==> src/sv/dqr_pkg.sv <==
// Shared types and constants for the double-ended ring queue.
package dqr_pkg;

  localparam int DATA_W = 32;
  localparam int OP_W   = 3;
  localparam int CAP_W  = 5;

  localparam logic [CAP_W-1:0]  CAP_RESET   = 5'd16;
  localparam logic [DATA_W-1:0] EMPTY_VALUE = 32'hFFFF_FFFF;

  typedef enum logic [OP_W-1:0] {
    OP_INS_FRONT = 3'd0,
    OP_INS_REAR  = 3'd1,
    OP_DEL_FRONT = 3'd2,
    OP_DEL_REAR  = 3'd3,
    OP_PEEK      = 3'd4
  } op_t;

  // Result flags of one transaction, computed with the index update.
  typedef struct packed {
    logic             accepted;
    logic             is_empty;
    logic             is_full;
    logic [CAP_W-1:0] occupancy;
  } status_t;

endpackage

==> src/sv/dqr_if.sv <==
// Channel interfaces: command, response and capacity configuration.
interface dqr_cmd_if;
  logic                             valid;
  logic                             ready;
  logic [dqr_pkg::OP_W-1:0]         opcode;
  logic signed [dqr_pkg::DATA_W-1:0] value_in;

  modport source (output valid, opcode, value_in, input ready);
  modport sink   (input valid, opcode, value_in, output ready);
endinterface

interface dqr_rsp_if;
  logic                              valid;
  logic                              ready;
  logic                              accepted;
  logic signed [dqr_pkg::DATA_W-1:0] front_value;
  logic signed [dqr_pkg::DATA_W-1:0] rear_value;
  logic                              is_empty;
  logic                              is_full;
  logic [dqr_pkg::CAP_W-1:0]         occupancy;

  modport source (output valid, accepted, front_value, rear_value, is_empty, is_full,
                  occupancy, input ready);
  modport sink   (input valid, accepted, front_value, rear_value, is_empty, is_full,
                  occupancy, output ready);
endinterface

interface dqr_cfg_if;
  logic                      valid;
  logic                      ready;
  logic [dqr_pkg::CAP_W-1:0] data;

  modport source (output valid, data, input ready);
  modport sink   (input valid, data, output ready);
endinterface

==> src/sv/dqr_ram.sv <==
// Ring store: one write port, two registered read ports, write-to-read forwarding.
module dqr_ram #(
  parameter int DEPTH = 16,
  parameter int AW    = 4
) (
  input  logic                      clk,
  input  logic                      wr_en,
  input  logic [AW-1:0]             wr_addr,
  input  logic [dqr_pkg::DATA_W-1:0] wr_data,
  input  logic                      rd_en,
  input  logic [AW-1:0]             rd_addr_a,
  input  logic [AW-1:0]             rd_addr_b,
  output logic [dqr_pkg::DATA_W-1:0] rd_data_a,
  output logic [dqr_pkg::DATA_W-1:0] rd_data_b
);

  logic [dqr_pkg::DATA_W-1:0] mem [DEPTH];
  logic [dqr_pkg::DATA_W-1:0] q_a;
  logic [dqr_pkg::DATA_W-1:0] q_b;
  logic [dqr_pkg::DATA_W-1:0] wr_data_q;
  logic                       fwd_a;
  logic                       fwd_b;

  always_ff @(posedge clk) begin
    if (wr_en) begin
      mem[wr_addr] <= wr_data;
    end
  end

  // Array read returns the old word on a same-cycle hit; the flags pick the new one.
  always_ff @(posedge clk) begin
    if (rd_en) begin
      q_a       <= mem[rd_addr_a];
      q_b       <= mem[rd_addr_b];
      wr_data_q <= wr_data;
      fwd_a     <= wr_en && (wr_addr == rd_addr_a);
      fwd_b     <= wr_en && (wr_addr == rd_addr_b);
    end
  end

  assign rd_data_a = fwd_a ? wr_data_q : q_a;
  assign rd_data_b = fwd_b ? wr_data_q : q_b;

endmodule

==> src/sv/dqr_ctrl.sv <==
// Head/tail/count registers and the per-transaction index update.
module dqr_ctrl #(
  parameter int DEPTH = 16,
  parameter int AW    = 4
) (
  input  logic                       clk,
  input  logic                       rst,
  input  logic                       fire,
  input  logic [dqr_pkg::OP_W-1:0]   opcode,
  input  logic [dqr_pkg::CAP_W-1:0]  cap_reg,
  output logic                       wr_en,
  output logic [AW-1:0]              wr_addr,
  output logic [AW-1:0]              head_next,
  output logic [AW-1:0]              tail_next,
  output dqr_pkg::status_t           status
);

  localparam int DEPTH_SAT = (DEPTH > 31) ? 31 : DEPTH;

  logic [AW-1:0]             head;
  logic [AW-1:0]             tail;
  logic [dqr_pkg::CAP_W-1:0] count;
  logic [dqr_pkg::CAP_W-1:0] count_next;
  logic [dqr_pkg::CAP_W-1:0] cap;
  logic                      full;
  logic                      empty;
  logic                      ok;
  dqr_pkg::status_t          status_next;

  function automatic logic [AW-1:0] step_fwd(input logic [AW-1:0] idx,
                                             input logic [dqr_pkg::CAP_W-1:0] c);
    logic [AW-1:0] r;
    r = (32'(idx) + 32'd1 >= 32'(c)) ? '0 : idx + 1'b1;
    return r;
  endfunction

  function automatic logic [AW-1:0] step_back(input logic [AW-1:0] idx,
                                              input logic [dqr_pkg::CAP_W-1:0] c);
    logic [AW-1:0] r;
    r = (idx == '0) ? AW'(c - 1'b1) : idx - 1'b1;
    return r;
  endfunction

  // Zero acts as one, anything above the built depth acts as the depth.
  always_comb begin
    if (cap_reg == '0) begin
      cap = dqr_pkg::CAP_W'(1);
    end else if (32'(cap_reg) > DEPTH_SAT) begin
      cap = dqr_pkg::CAP_W'(DEPTH_SAT);
    end else begin
      cap = cap_reg;
    end
  end

  assign full  = count >= cap;
  assign empty = count == '0;

  always_comb begin
    head_next  = head;
    tail_next  = tail;
    count_next = count;
    wr_en      = 1'b0;
    wr_addr    = head;
    ok         = 1'b0;
    case (dqr_pkg::op_t'(opcode))
      dqr_pkg::OP_INS_FRONT: begin
        if (!full) begin
          head_next  = step_back(head, cap);
          if (empty) tail_next = head_next;
          wr_en      = fire;
          wr_addr    = head_next;
          count_next = count + 1'b1;
          ok         = 1'b1;
        end
      end
      dqr_pkg::OP_INS_REAR: begin
        if (!full) begin
          tail_next  = step_fwd(tail, cap);
          if (empty) head_next = tail_next;
          wr_en      = fire;
          wr_addr    = tail_next;
          count_next = count + 1'b1;
          ok         = 1'b1;
        end
      end
      dqr_pkg::OP_DEL_FRONT: begin
        if (!empty) begin
          head_next  = step_fwd(head, cap);
          count_next = count - 1'b1;
          ok         = 1'b1;
        end
      end
      dqr_pkg::OP_DEL_REAR: begin
        if (!empty) begin
          tail_next  = step_back(tail, cap);
          count_next = count - 1'b1;
          ok         = 1'b1;
        end
      end
      dqr_pkg::OP_PEEK: begin
        ok = 1'b1;
      end
      default: begin
        ok = 1'b0;
      end
    endcase
  end

  always_comb begin
    status_next.accepted  = ok;
    status_next.is_empty  = count_next == '0;
    status_next.is_full   = count_next >= cap;
    status_next.occupancy = count_next;
  end

  always_ff @(posedge clk) begin
    if (rst) begin
      head  <= '0;
      tail  <= '0;
      count <= '0;
    end else if (fire) begin
      head  <= head_next;
      tail  <= tail_next;
      count <= count_next;
    end
  end

  always_ff @(posedge clk) begin
    if (fire) begin
      status <= status_next;
    end
  end

endmodule

==> src/sv/double_ended_ring_queue.sv <==
// Top level of the double-ended ring queue: config register, pipeline and response register.
// Usage:
//   cmd carries one operation per transaction (opcode, value_in): insert at
//   front, insert at rear, remove front, remove rear, peek. rsp returns exactly
//   one transaction per command: accepted, front/rear values after the
//   operation (-1 when empty), is_empty, is_full and occupancy.
//   cfg writes capacity_in_use (ring entries in use); write it only while no
//   command is in flight. cfg.ready is always high.
// Throughput: one command per cycle while rsp is taken. The index update and
//   the memory write/read are issued in the accept cycle; the ring store's
//   registered read data is captured into the response register once it is free.
// Stall: while rsp is held, one finished command waits in the read stage and
//   cmd.ready drops; nothing is lost or repeated.
// Reset: head, tail and count go to zero, capacity to 16, both channels idle.
//   The ring store is not cleared and needs no clearing pass.
module double_ended_ring_queue #(
  parameter int DEPTH = 16
) (
  input  logic      clk,
  input  logic      rst,
  dqr_cmd_if.sink   cmd,
  dqr_rsp_if.source rsp,
  dqr_cfg_if.sink   cfg
);

  localparam int AW = (DEPTH > 1) ? $clog2(DEPTH) : 1;

  logic [dqr_pkg::CAP_W-1:0]  cap_reg;
  logic                       cmd_fire;
  logic                       pend;      // read stage holds a finished command
  logic                       out_load;  // read stage moves into rsp register
  logic                       wr_en;
  logic [AW-1:0]              wr_addr;
  logic [AW-1:0]              head_next;
  logic [AW-1:0]              tail_next;
  logic [dqr_pkg::DATA_W-1:0] rd_front;
  logic [dqr_pkg::DATA_W-1:0] rd_rear;
  dqr_pkg::status_t           status;

  // Capacity register; the user must write it between commands only; the block itself does not enforce this.
  assign cfg.ready = 1'b1;

  always_ff @(posedge clk) begin
    if (rst) begin
      cap_reg <= dqr_pkg::CAP_RESET;
    end else if (cfg.valid && cfg.ready) begin
      cap_reg <= cfg.data;
    end
  end

  // Read stage drains when the response register is free or being emptied.
  assign out_load  = pend && (!rsp.valid || rsp.ready);
  assign cmd.ready = !pend || out_load;
  assign cmd_fire  = cmd.valid && cmd.ready;

  dqr_ctrl #(
    .DEPTH (DEPTH),
    .AW    (AW)
  ) u_ctrl (
    .clk       (clk),
    .rst       (rst),
    .fire      (cmd_fire),
    .opcode    (cmd.opcode),
    .cap_reg   (cap_reg),
    .wr_en     (wr_en),
    .wr_addr   (wr_addr),
    .head_next (head_next),
    .tail_next (tail_next),
    .status    (status)
  );

  // Write of an insert and reads of the new front and rear share the accept cycle.
  dqr_ram #(
    .DEPTH (DEPTH),
    .AW    (AW)
  ) u_ram (
    .clk       (clk),
    .wr_en     (wr_en),
    .wr_addr   (wr_addr),
    .wr_data   (cmd.value_in),
    .rd_en     (cmd_fire),
    .rd_addr_a (head_next),
    .rd_addr_b (tail_next),
    .rd_data_a (rd_front),
    .rd_data_b (rd_rear)
  );

  always_ff @(posedge clk) begin
    if (rst) begin
      pend      <= 1'b0;
      rsp.valid <= 1'b0;
    end else begin
      if (cmd_fire) begin
        pend <= 1'b1;
      end else if (out_load) begin
        pend <= 1'b0;
      end
      if (out_load) begin
        rsp.valid <= 1'b1;
      end else if (rsp.ready) begin
        rsp.valid <= 1'b0;
      end
    end
  end

  // Response payload; an empty queue reports -1 on both ends.
  always_ff @(posedge clk) begin
    if (out_load) begin
      rsp.accepted    <= status.accepted;
      rsp.is_empty    <= status.is_empty;
      rsp.is_full     <= status.is_full;
      rsp.occupancy   <= status.occupancy;
      rsp.front_value <= status.is_empty ? dqr_pkg::EMPTY_VALUE : rd_front;
      rsp.rear_value  <= status.is_empty ? dqr_pkg::EMPTY_VALUE : rd_rear;
    end
  end

  a_cmd_pends: assert property (@(posedge clk) disable iff (rst)
    cmd_fire |=> pend)
    else $error("accepted command did not reach the read stage");

  a_hold_stage: assert property (@(posedge clk) disable iff (rst)
    (pend && !out_load && !cmd_fire) |=> (pend && $stable(status)))
    else $error("stalled read stage lost its command");

  a_empty_ends: assert property (@(posedge clk) disable iff (rst)
    (rsp.valid && rsp.is_empty) |->
      (rsp.front_value == -32'sd1 && rsp.rear_value == -32'sd1 && rsp.occupancy == '0))
    else $error("empty response with stale end values");

endmodule

==> src/flat_wrapper.sv <==
// flat-port wrapper written by rule: the top's interface ports become plain ports
module double_ended_ring_queue_flat 
#(
  parameter int DEPTH = 16
)
  (clk, rst, cmd_valid, cmd_opcode, cmd_value_in, cmd_ready, rsp_valid, rsp_accepted, rsp_front_value, rsp_rear_value, rsp_is_empty, rsp_is_full, rsp_occupancy, rsp_ready, cfg_valid, cfg_data, cfg_ready);
  dqr_cmd_if cmd_i ();
  dqr_rsp_if rsp_i ();
  dqr_cfg_if cfg_i ();
  input  logic clk;
  input  logic rst;
  input wire logic [$bits(cmd_i.valid)-1:0] cmd_valid;
  input wire logic [$bits(cmd_i.opcode)-1:0] cmd_opcode;
  input wire logic [$bits(cmd_i.value_in)-1:0] cmd_value_in;
  output wire logic [$bits(cmd_i.ready)-1:0] cmd_ready;
  output wire logic [$bits(rsp_i.valid)-1:0] rsp_valid;
  output wire logic [$bits(rsp_i.accepted)-1:0] rsp_accepted;
  output wire logic [$bits(rsp_i.front_value)-1:0] rsp_front_value;
  output wire logic [$bits(rsp_i.rear_value)-1:0] rsp_rear_value;
  output wire logic [$bits(rsp_i.is_empty)-1:0] rsp_is_empty;
  output wire logic [$bits(rsp_i.is_full)-1:0] rsp_is_full;
  output wire logic [$bits(rsp_i.occupancy)-1:0] rsp_occupancy;
  input wire logic [$bits(rsp_i.ready)-1:0] rsp_ready;
  input wire logic [$bits(cfg_i.valid)-1:0] cfg_valid;
  input wire logic [$bits(cfg_i.data)-1:0] cfg_data;
  output wire logic [$bits(cfg_i.ready)-1:0] cfg_ready;
  assign cmd_i.valid = cmd_valid;
  assign cmd_i.opcode = cmd_opcode;
  assign cmd_i.value_in = cmd_value_in;
  assign cmd_ready = cmd_i.ready;
  assign rsp_valid = rsp_i.valid;
  assign rsp_accepted = rsp_i.accepted;
  assign rsp_front_value = rsp_i.front_value;
  assign rsp_rear_value = rsp_i.rear_value;
  assign rsp_is_empty = rsp_i.is_empty;
  assign rsp_is_full = rsp_i.is_full;
  assign rsp_occupancy = rsp_i.occupancy;
  assign rsp_i.ready = rsp_ready;
  assign cfg_i.valid = cfg_valid;
  assign cfg_i.data = cfg_data;
  assign cfg_ready = cfg_i.ready;
  double_ended_ring_queue #(.DEPTH(DEPTH)) u_core (.clk(clk), .rst(rst), .cmd(cmd_i), .rsp(rsp_i), .cfg(cfg_i));
endmodule
==> config.mk <==
export PLATFORM = sky130hd
export DESIGN_NAME = double_ended_ring_queue_flat
export DESIGN_NICKNAME = d
export VERILOG_FILES = /design/src/sv/dqr_pkg.sv /design/src/sv/dqr_if.sv /design/src/sv/dqr_ram.sv /design/src/sv/dqr_ctrl.sv /design/src/sv/double_ended_ring_queue.sv /design/src/flat_wrapper.sv
export SDC_FILE = /design/constraint.sdc
export NUM_CORES = 1
export LEC_CHECK = 0
export BUFFER_PORTS_ARGS = -buffer_cell sky130_fd_sc_hd__buf_2
export CAP_MARGIN = 20
export CORE_ASPECT_RATIO = 1.5
export CORE_MARGIN = 2
export CORE_UTILIZATION = 35
export DETAILED_ROUTE_END_ITERATION = 8
export MAX_ROUTING_LAYER = met4
export SYNTH_ARGS = -nofsm -noshare
export SYNTH_HDL_FRONTEND = slang
export SYNTH_SLANG_ARGS = --single-unit
==> constraint.sdc <==
create_clock -name clk -period 6.3 [get_ports clk]
set_input_delay 0 -clock clk [delete_from_list [all_inputs] [get_ports clk]]
set_output_delay 0 -clock clk [all_outputs]
set_load 0.1 [all_outputs]
==> Implementation_results.wiki, run 1 <==
{| class="wikitable"
! Metric !! Value
|-
| Total of endpoints with negative setup slack in the final report || 0
|-
| Total of cells resized after clock tree synthesis || 0
|-
| Result of the run || complete, no violations
|-
| Net Sw Power || 3.621 mW
|-
| Worst reg2reg path endpoint || u_core.u_ram.mem[6][19]$_DFFE_PP_
|-
| Number of flip-flops and latches in the synthesized netlist || 710
|-
| CORE AREA || 95830 sq um
|-
| TritonCTS clock tree || yes
|-
| Layout overhead on the synthesized area || 15.56%
|-
| Worst-skew pair later-pin latency || 650 ps
|-
| Number of warning messages in the yosys log || 0
|-
| Clock power frac || 0.356
|-
| Post-DP HPWL || 58030 um
|-
| Core utilization of the finished layout || 0.4083
|-
| Worst-Margin Slew || 1009 ps
|-
| Final worst path period need || 5337 ps
|-
| Multi-input gate area in the final layout || approximately 12000 sq um
|-
| I/O pins || 120
|-
| Number of design-rule violations left by the first detailed-router iteration || roughly 2000
|-
| Residual DRC || 0
|-
| Routability congestion estimate || roughly 0.88
|-
| Pin count of the biggest net entering global routing || 78
|-
| Path class of the lowest-slack min-delay path || input port to flop
|-
| Data arrival time at the worst-slack endpoint || about 5700 ps
|-
| Die boundary height || about 380 um
|-
| Seq. cell area || 21120 sq um
|-
| Setup total negative slack || 0 ps
|-
| Cell count after placement || roughly 3800
|-
| Combinational group share of total power || 0.209
|-
| Bufs on Longest Clock Path || 3
|-
| Post-synth top flop || sky130_fd_sc_hd__edfxtp_1
|-
| Max-capacitance violation count || 0
|-
| Synth Area per Inst || 13.33 sq um
|-
| Number of nets in the final layout || around 2700
|-
| R2R setup slack || 960 ps
|-
| Number of instances in the synthesized netlist || 2541
|-
| Flop pwr share || 0.435
|-
| Crit start category || flop
|-
| Launch point of the worst path || u_core.u_ctrl.tail[0]$_SDFFE_PP0P_
|-
| Register name with the most flops || u_core.u_ram.mem
|-
| Depth of the worst register-to-register path || 12
|-
| Pint || about 9 mW
|-
| Final Hold Fails || 0
|-
| Residual antenna-violating net count after detailed routing || 0
|-
| Vias in the first global route || 23430
|-
| Flip-flop count of the largest register, all copies and words added || 512
|-
| Worst-path maximum fanout || 17
|-
| Setup Skew || between 20 and 25 ps
|-
| Port bufs || 118
|-
| Global Route Usage Sum || 0.2039
|-
| Fraction of final layout cells sized beyond drive strength 1 || 0.1599
|-
| Wire length of the first global-routing pass || about 150000 um
|-
| Number of antenna violations at the first check in global routing || 3
|-
| Area enclosed by the die boundary || 99300 sq um
|-
| P per Cell Area || about 320 nW/um^2
|-
| Tot Pwr || 12.64 mW
|-
| Switching part of the total power || 0.2866
|-
| Critical path class || flop to flop
|-
| Timing-limited maximum frequency || 187.4 MHz
|-
| Post-synthesis net count || 2608
|-
| Count of filler cells inserted in the layout || 8731
|-
| Inserted Clock Buffers || 70
|-
| Clock-pin slew reported for the worst setup and hold paths after clock tree synthesis || approximately 70 ps
|-
| Launching point of the worst reg2reg path || u_core.u_ctrl.tail[0]$_SDFFE_PP0P_
|-
| Count of different cell masters after synthesis || 67
|-
| Leakage power figure || 13.59 nW
|-
| Maximum vdd ir drop || 0.0002088 V
|-
| Average wire per cell in the routed design || 24.90 um
|-
| Final Max Tran Viols || 0
|-
| RSZ-0062 raised after global routing || false
|-
| Share of synthesized flip-flops with an asynchronous set or reset || 0
|-
| Post-detailed-routing wire length || approximately 99000 um
|-
| Routed vias || 22840
|-
| Area of the mapped netlist || 33860 sq um
|-
| Remaining global-route overflow || 0
|-
| Chip width || ~260 um
|-
| CTS H-tree depth || 3
|-
| Total clock sinks || 710
|-
| Row cnt || 139
|-
| Fraction of the cycle the final worst path needs || 0.8472
|-
| CP Capture Type || flop
|-
| Average vias per placed instance || 5.722
|-
| First drt pass iteration count || 5
|-
| Req. time, crit path || roughly 6600 ps
|-
| CP Capture Point || u_core.u_ram.mem[6][19]$_DFFE_PP_
|-
| Number of enable flip-flop cells after synthesis || between 600 and 700
|-
| Sequential fraction of the synthesis area || 0.6238
|-
| Final standard cell count with taps included and fillers excluded || 3992
|-
| Effective utilization at floorplan || 0.3533
|-
| Cell chosen for the clock root || sky130_fd_sc_hd__clkbuf_16
|-
| Relative slew margins || 0.3275
|}
[stage by stage]
| stage | setup WS (ps) | cell area [sq um] | hold WS [ps] |
|---|---|---|---|
| floorplan | 624.6 | 33860 | 98.87 |
| global placement | 866.7 | 36100 | 226.4 |
| detailed placement | 1033 | 36110 | 227.9 |
| CTS | 978.2 | 39090 | 114.4 |
| global route | 574.6 | 39130 | 204.7 |
| finish | 962.7 | 39130 | 170.1 |
[synthesized netlist by cell type (3+ instances only)]
| master | number | area share |
|---|---|---|
| sky130_fd_sc_hd__a211o_1 | 65 | 0.017 |
| sky130_fd_sc_hd__a211oi_1 | 166 | 0.037 |
| sky130_fd_sc_hd__a21o_1 | 6 | 0.0013 |
| sky130_fd_sc_hd__a21oi_1 | 96 | 0.014 |
| sky130_fd_sc_hd__a221o_1 | 65 | 0.019 |
| sky130_fd_sc_hd__a31oi_1 | 71 | 0.013 |
| sky130_fd_sc_hd__and2_1 | 97 | 0.018 |
| sky130_fd_sc_hd__and2b_1 | 8 | 0.0018 |
| sky130_fd_sc_hd__and3_1 | 34 | 0.0063 |
| sky130_fd_sc_hd__buf_1 | 13 | 0.0014 |
| sky130_fd_sc_hd__buf_2 | 48 | 0.0071 |
| sky130_fd_sc_hd__buf_4 | 12 | 0.0027 |
| sky130_fd_sc_hd__buf_6 | 22 | 0.0073 |
| sky130_fd_sc_hd__clkbuf_1 | 102 | 0.011 |
| sky130_fd_sc_hd__dfxtp_1 | 20 | 0.012 |
| sky130_fd_sc_hd__edfxtp_1 | 690 | 0.61 |
| sky130_fd_sc_hd__ha_1 | 22 | 0.0081 |
| sky130_fd_sc_hd__inv_1 | 24 | 0.0027 |
| sky130_fd_sc_hd__mux2_2 | 96 | 0.032 |
| sky130_fd_sc_hd__mux2i_1 | 261 | 0.077 |
| sky130_fd_sc_hd__nand2_1 | 230 | 0.025 |
| sky130_fd_sc_hd__nand2b_1 | 14 | 0.0026 |
| sky130_fd_sc_hd__nand3_1 | 8 | 0.0012 |
| sky130_fd_sc_hd__nand4_1 | 4 | 0.00074 |
| sky130_fd_sc_hd__nor2_1 | 63 | 0.0070 |
| sky130_fd_sc_hd__nor2b_1 | 124 | 0.023 |
| sky130_fd_sc_hd__nor3_1 | 14 | 0.0021 |
| sky130_fd_sc_hd__o211ai_1 | 7 | 0.0016 |
| sky130_fd_sc_hd__o21a_1 | 3 | 0.00067 |
| sky130_fd_sc_hd__o21ai_0 | 23 | 0.0034 |
| sky130_fd_sc_hd__o21ai_1 | 5 | 0.00074 |
| sky130_fd_sc_hd__o22ai_1 | 33 | 0.0061 |
| sky130_fd_sc_hd__o31ai_1 | 4 | 0.00089 |
| sky130_fd_sc_hd__o32ai_1 | 34 | 0.0088 |
| sky130_fd_sc_hd__xnor2_1 | 7 | 0.0018 |
| sky130_fd_sc_hd__xor2_1 | 6 | 0.0016 |
[power groups by stage]
stage | Clock (mW) | Combinational (mW) | Sequential (mW)
finish | 4.50 | 2.64 | 5.50
global route | 4.75 | 2.82 | 5.51
CTS | 4.58 | 2.63 | 5.50
detailed placement | 0 | 2.59 | 5.60
global placement | 0 | 2.56 | 5.59
floorplan | 0 | 1.61 | 5.81
[cell usage in the layout (no fill, tap or decap), drive strengths merged, types with 30 or more instances in the layout]
cell / Yosys / final
a211oi: 166 / 166
dlygate4sd3: 0 / 54
mux2: 96 / 96
o22ai: 33 / 33
edfxtp: 690 / 690
nor2: 63 / 63
a211o: 65 / 65
clkbuf: 102 / 82
mux2i: 261 / 261
nand2: 230 / 230
a21oi: 97 / 97
buf: 95 / 195
inv: 24 / 30
and2: 97 / 97
nor2b: 124 / 124
a31oi: 71 / 71
a221o: 65 / 65
o32ai: 34 / 34
and3: 34 / 34
[final cells by class]
type | count | area share
Sequential cell | 710 | 0.5398
Multi-Input combinational cell | 1610 | 0.3026
Timing Repair Buffer | 249 | 0.05196
Clock buffer | 82 | 0.04835
Tap cell | 1269 | 0.04058
Clock inverter | 45 | 0.01413
Inverter | 24 | 0.002366
Antenna cell | 3 | 0.0001919
[per-layer routing]
metal	GRT usage	wire length [um]
met5	-	0
met4	0.08981	3990
met3	0.03044	5591
met2	0.3448	50100
met1	0.2413	39710
[critical path: stages, from the launching register on]
cell and delay, ps:
sky130_fd_sc_hd__dfxtp_1 680, sky130_fd_sc_hd__ha_1 340, sky130_fd_sc_hd__xnor2_1 210, sky130_fd_sc_hd__inv_1 90, sky130_fd_sc_hd__ha_1 320, sky130_fd_sc_hd__a21o_1 180, sky130_fd_sc_hd__a31oi_1 170, sky130_fd_sc_hd__o32ai_1 160
sky130_fd_sc_hd__or3_1 490, sky130_fd_sc_hd__o311ai_1 760, sky130_fd_sc_hd__nand3_1 550, sky130_fd_sc_hd__nor2_4 730, sky130_fd_sc_hd__buf_4 350
[repair_timing]
item                                   in CTS  in global routing
setup endpoints to repair                   0                  0
buffers inserted                            0                  0
hold buffers                               54                  0
endpoints found under the hold margin     566                  0
[kinds of logic (layout without fill, tap and decap cells)]
| family | after synthesis | after routing | share of synthesized area |
|---|---|---|---|
| flip-flops | 710 | 710 | 0.6238 |
| AND/OR/NAND/NOR | 617 | 617 | 0.09275 |
| AO/OA/AOI/OAI | 599 | 599 | 0.1300 |
| multiplexers | 357 | 357 | 0.1091 |
| buffers and inverters | 221 | 400 | 0.03248 |
| adder cells (fa/ha/maj) | 23 | 23 | 0.008425 |
| XOR/XNOR | 13 | 13 | 0.003363 |
| other | 1 | 4 | 0.0001108 |
[how the worst min path moves through the flow]
stage	from	endpoint	slack, ps	cells after the start
floorplan	cmd_value_in[0]	u_core.u_ram.mem[0][0]$_DFFE_PP_	100	0
global placement	cmd_valid	u_core.pend$_SDFFE_PP0P_	230	3
detailed placement	cmd_valid	u_core.pend$_SDFFE_PP0P_	230	3
CTS	cmd_opcode[0]	u_core.u_ctrl.status[7]$_DFFE_PP_	110	4
global route	cmd_opcode[0]	u_core.u_ctrl.status[7]$_DFFE_PP_	200	4
finish	cmd_opcode[0]	u_core.u_ctrl.status[7]$_DFFE_PP_	170	4
Power figures use the tool's default switching activity.
==> run 2: changes to the inputs <==
==> constraint.sdc (replaced) <==
create_clock -name clk -period 5.05 [get_ports clk]
set_input_delay 0 -clock clk [delete_from_list [all_inputs] [get_ports clk]]
set_output_delay 0 -clock clk [all_outputs]
set_load 0.1 [all_outputs]
==> run 2 against run 1 <==
Critical path depth increased by 5. Critical endpoint is now u_core.u_ram.q_a[9]$_DFFE_PP_. Clock power increased by 16%. Largest power group unchanged. Worst setup slack got worse by 580 ps.
==> Implementation_results.wiki, run 2 (synthesis gave the netlist of run 1 again) <==
{| class="wikitable"
! Metric !! Value
|-
| Launching point of the worst reg2reg path || u_core.cap_reg[2]$_SDFFE_PP0P_
|-
| Fraction of the cycle the final worst path needs || 0.9239
|-
| Setup Skew || 27.37 ps
|-
| Maximum vdd ir drop || 0.0002266 V
|-
| Leakage power figure || 13.79 nW
|-
| RSZ-0062 raised after global routing || false
|-
| Timing-limited maximum frequency || 214.3 MHz
|-
| Relative slew margins || 0.2629
|-
| Final Max Tran Viols || 0
|-
| Number of antenna violations at the first check in global routing || 8
|-
| Req. time, crit path || 5440 ps
|-
| Smallest setup slack after layout || 384.1 ps
|-
| P per Cell Area || 390.0 nW/um^2
|-
| Number of design-rule violations left by the first detailed-router iteration || 2033
|-
| Worst-Margin Slew || 1105 ps
|-
| CORE AREA || 95830 sq um
|-
| TritonCTS clock tree || yes
|-
| Average wire per cell in the routed design || approximately 25 um
|-
| Clock-pin slew reported for the worst setup and hold paths after clock tree synthesis || ~60 ps
|-
| Vias in the first global route || between 20000 and 25000
|-
| Routability congestion estimate || 0.8616
|-
| Row cnt || 139
|-
| Final worst path period need || around 4700 ps
|-
| Effective utilization at floorplan || 0.3533
|-
| Cell count after placement || 3845
|-
| Wire length of the first global-routing pass || between 100000 and 150000 um
|-
| Chip width || 258.0 um
|-
| Critical path class || flop to flop
|-
| Post-DP HPWL || about 58000 um
|-
| I/O pins || 120
|-
| Pre-CTS WS || roughly 320 ps
|-
| Post-detailed-routing wire length || a little under 100000 um
|-
| Hold_ws || 162.7 ps
|-
| Max-capacitance violation count || 0
|-
| Fraction of final layout cells sized beyond drive strength 1 || 0.1716
|-
| Result of the run || complete, no violations
|-
| Area enclosed by the die boundary || 99300 sq um
|-
| Die boundary height || 384.9 um
|-
| Remaining global-route overflow || 0
|-
| Data arrival time at the worst-slack endpoint || 5060 ps
|-
| Flip-flop count of the largest register, all copies and words added || 512
|-
| Crit start category || flop
|-
| Worst-skew pair later-pin latency || 650 ps
|-
| Final Hold Fails || 0
|-
| Cell chosen for the clock root || sky130_fd_sc_hd__clkbuf_16
|-
| Startpoint of the most critical hold path || cmd_opcode[1]
|-
| Setup total negative slack || 0 ps
|-
| Register name with the most flops || u_core.u_ram.mem
|-
| Bufs on Longest Clock Path || 3
|-
| Global Route Usage Sum || 0.2007
|-
| Port bufs || between 100 and 150
|-
| CP Capture Type || flop
|-
| Residual DRC || 0
|-
| Top library cells by usage in the layout, fill and taps aside || sky130_fd_sc_hd__edfxtp_1 (690), sky130_fd_sc_hd__mux2i_1 (261), sky130_fd_sc_hd__nand2_1 (230)
|-
| Path class of the lowest-slack min-delay path || input port to flop
|-
| Routed vias || 23020
|-
| Pin count of the biggest net entering global routing || 79
|-
| Commonest non-fill, non-tap cell in the layout || sky130_fd_sc_hd__edfxtp_1
|-
| Inserted Clock Buffers || 69
|-
| Residual antenna-violating net count after detailed routing || 0
|-
| Launch point of the worst path || u_core.cap_reg[2]$_SDFFE_PP0P_
|-
| Worst-path maximum fanout || 24
|-
| Layout overhead on the synthesized area || 17.04%
|-
| Number of nets in the final layout || 2777
|-
| First drt pass iteration count || 9
|-
| Average vias per placed instance || ~5.7
|-
| Final standard cell count with taps included and fillers excluded || 4036
|-
| Total clock sinks || 710
|-
| CTS H-tree depth || 3
|-
| Total of endpoints with negative setup slack in the final report || 0
|}
[run 2: where the power goes]
group          internal (mW)  leakage, nW  switching [mW]  total (mW)
sequential              6.76         6.47          0.0958        6.85
clock                   2.95         1.08            2.26        5.21
combinational           1.26         6.24            2.13        3.39
total                   11.0         13.8            4.49        15.5
[run 2: layout make-up]
class / count / area [sq um]
antenna: 5 / 12.51
clock buffer: 86 / 1864
clock inverter: 37 / 386.6
fill: 8695 / 56200
inverter: 24 / 95.09
multi-input combinational: 1612 / 11860
sequential: 710 / 21120
tap: 1269 / 1588
timing repair buffer: 293 / 2706
[run 2: through the flow]
stage	util	power, mW	cell area [sq um]
global route	0.4135	16.01	39630
global placement	0.3834	10.22	36740
finish	0.4135	15.45	39630
detailed placement	0.3834	10.28	36740
floorplan	-	9.253	33870
CTS	0.4125	15.52	39530
[run 2: final timing paths]
path | depth (start not counted) | to | slack [ps]
worst max-delay path | 17 | u_core.u_ram.q_a[9]$_DFFE_PP_ | 380
worst min-delay path | 5 | u_core.u_ctrl.count[0]$_SDFFE_PP0P_ | 160
worst max register to register | 17 | u_core.u_ram.q_a[9]$_DFFE_PP_ | 380
worst min register to register | 0 | u_core.rsp.occupancy[3]$_DFFE_PP_ | 420
[run 2: routing by layer]
metal | vias up | part of all wire | GRT usage | wire [um]
li1 | 10240 | - | - | -
met1 | 11620 | 0.40 | 0.2419 | 40090
met2 | 932 | 0.50 | 0.3374 | 49340
met3 | 238 | 0.063 | 0.02913 | 6258
met4 | 0 | 0.037 | 0.08328 | 3670
met5 | - | 0 | - | 0
[run 2: timing repair]
action,4_1_cts,5_1_grt
endpoints found under the hold margin,565,0
setup buffers,0,7
setup endpoints to repair,0,12
hold buffers,54,0
resized for setup,0,1
[run 2: worst max-delay path: stages (launching register included)]
cell                       delay, ps
sky130_fd_sc_hd__dfxtp_1         450
sky130_fd_sc_hd__nor3_1           80
sky130_fd_sc_hd__o21ai_0         350
sky130_fd_sc_hd__inv_1           190
sky130_fd_sc_hd__ha_1            310
sky130_fd_sc_hd__nand2b_1         90
sky130_fd_sc_hd__a31oi_1         100
sky130_fd_sc_hd__o32ai_1         580
sky130_fd_sc_hd__o221ai_2        210
sky130_fd_sc_hd__o211ai_1        480
sky130_fd_sc_hd__o21ai_4         250
sky130_fd_sc_hd__buf_12          200
sky130_fd_sc_hd__buf_12          160
sky130_fd_sc_hd__buf_12          190
sky130_fd_sc_hd__mux2i_1         180
sky130_fd_sc_hd__mux2_2          180
sky130_fd_sc_hd__o22ai_1          80
sky130_fd_sc_hd__a221o_1         290
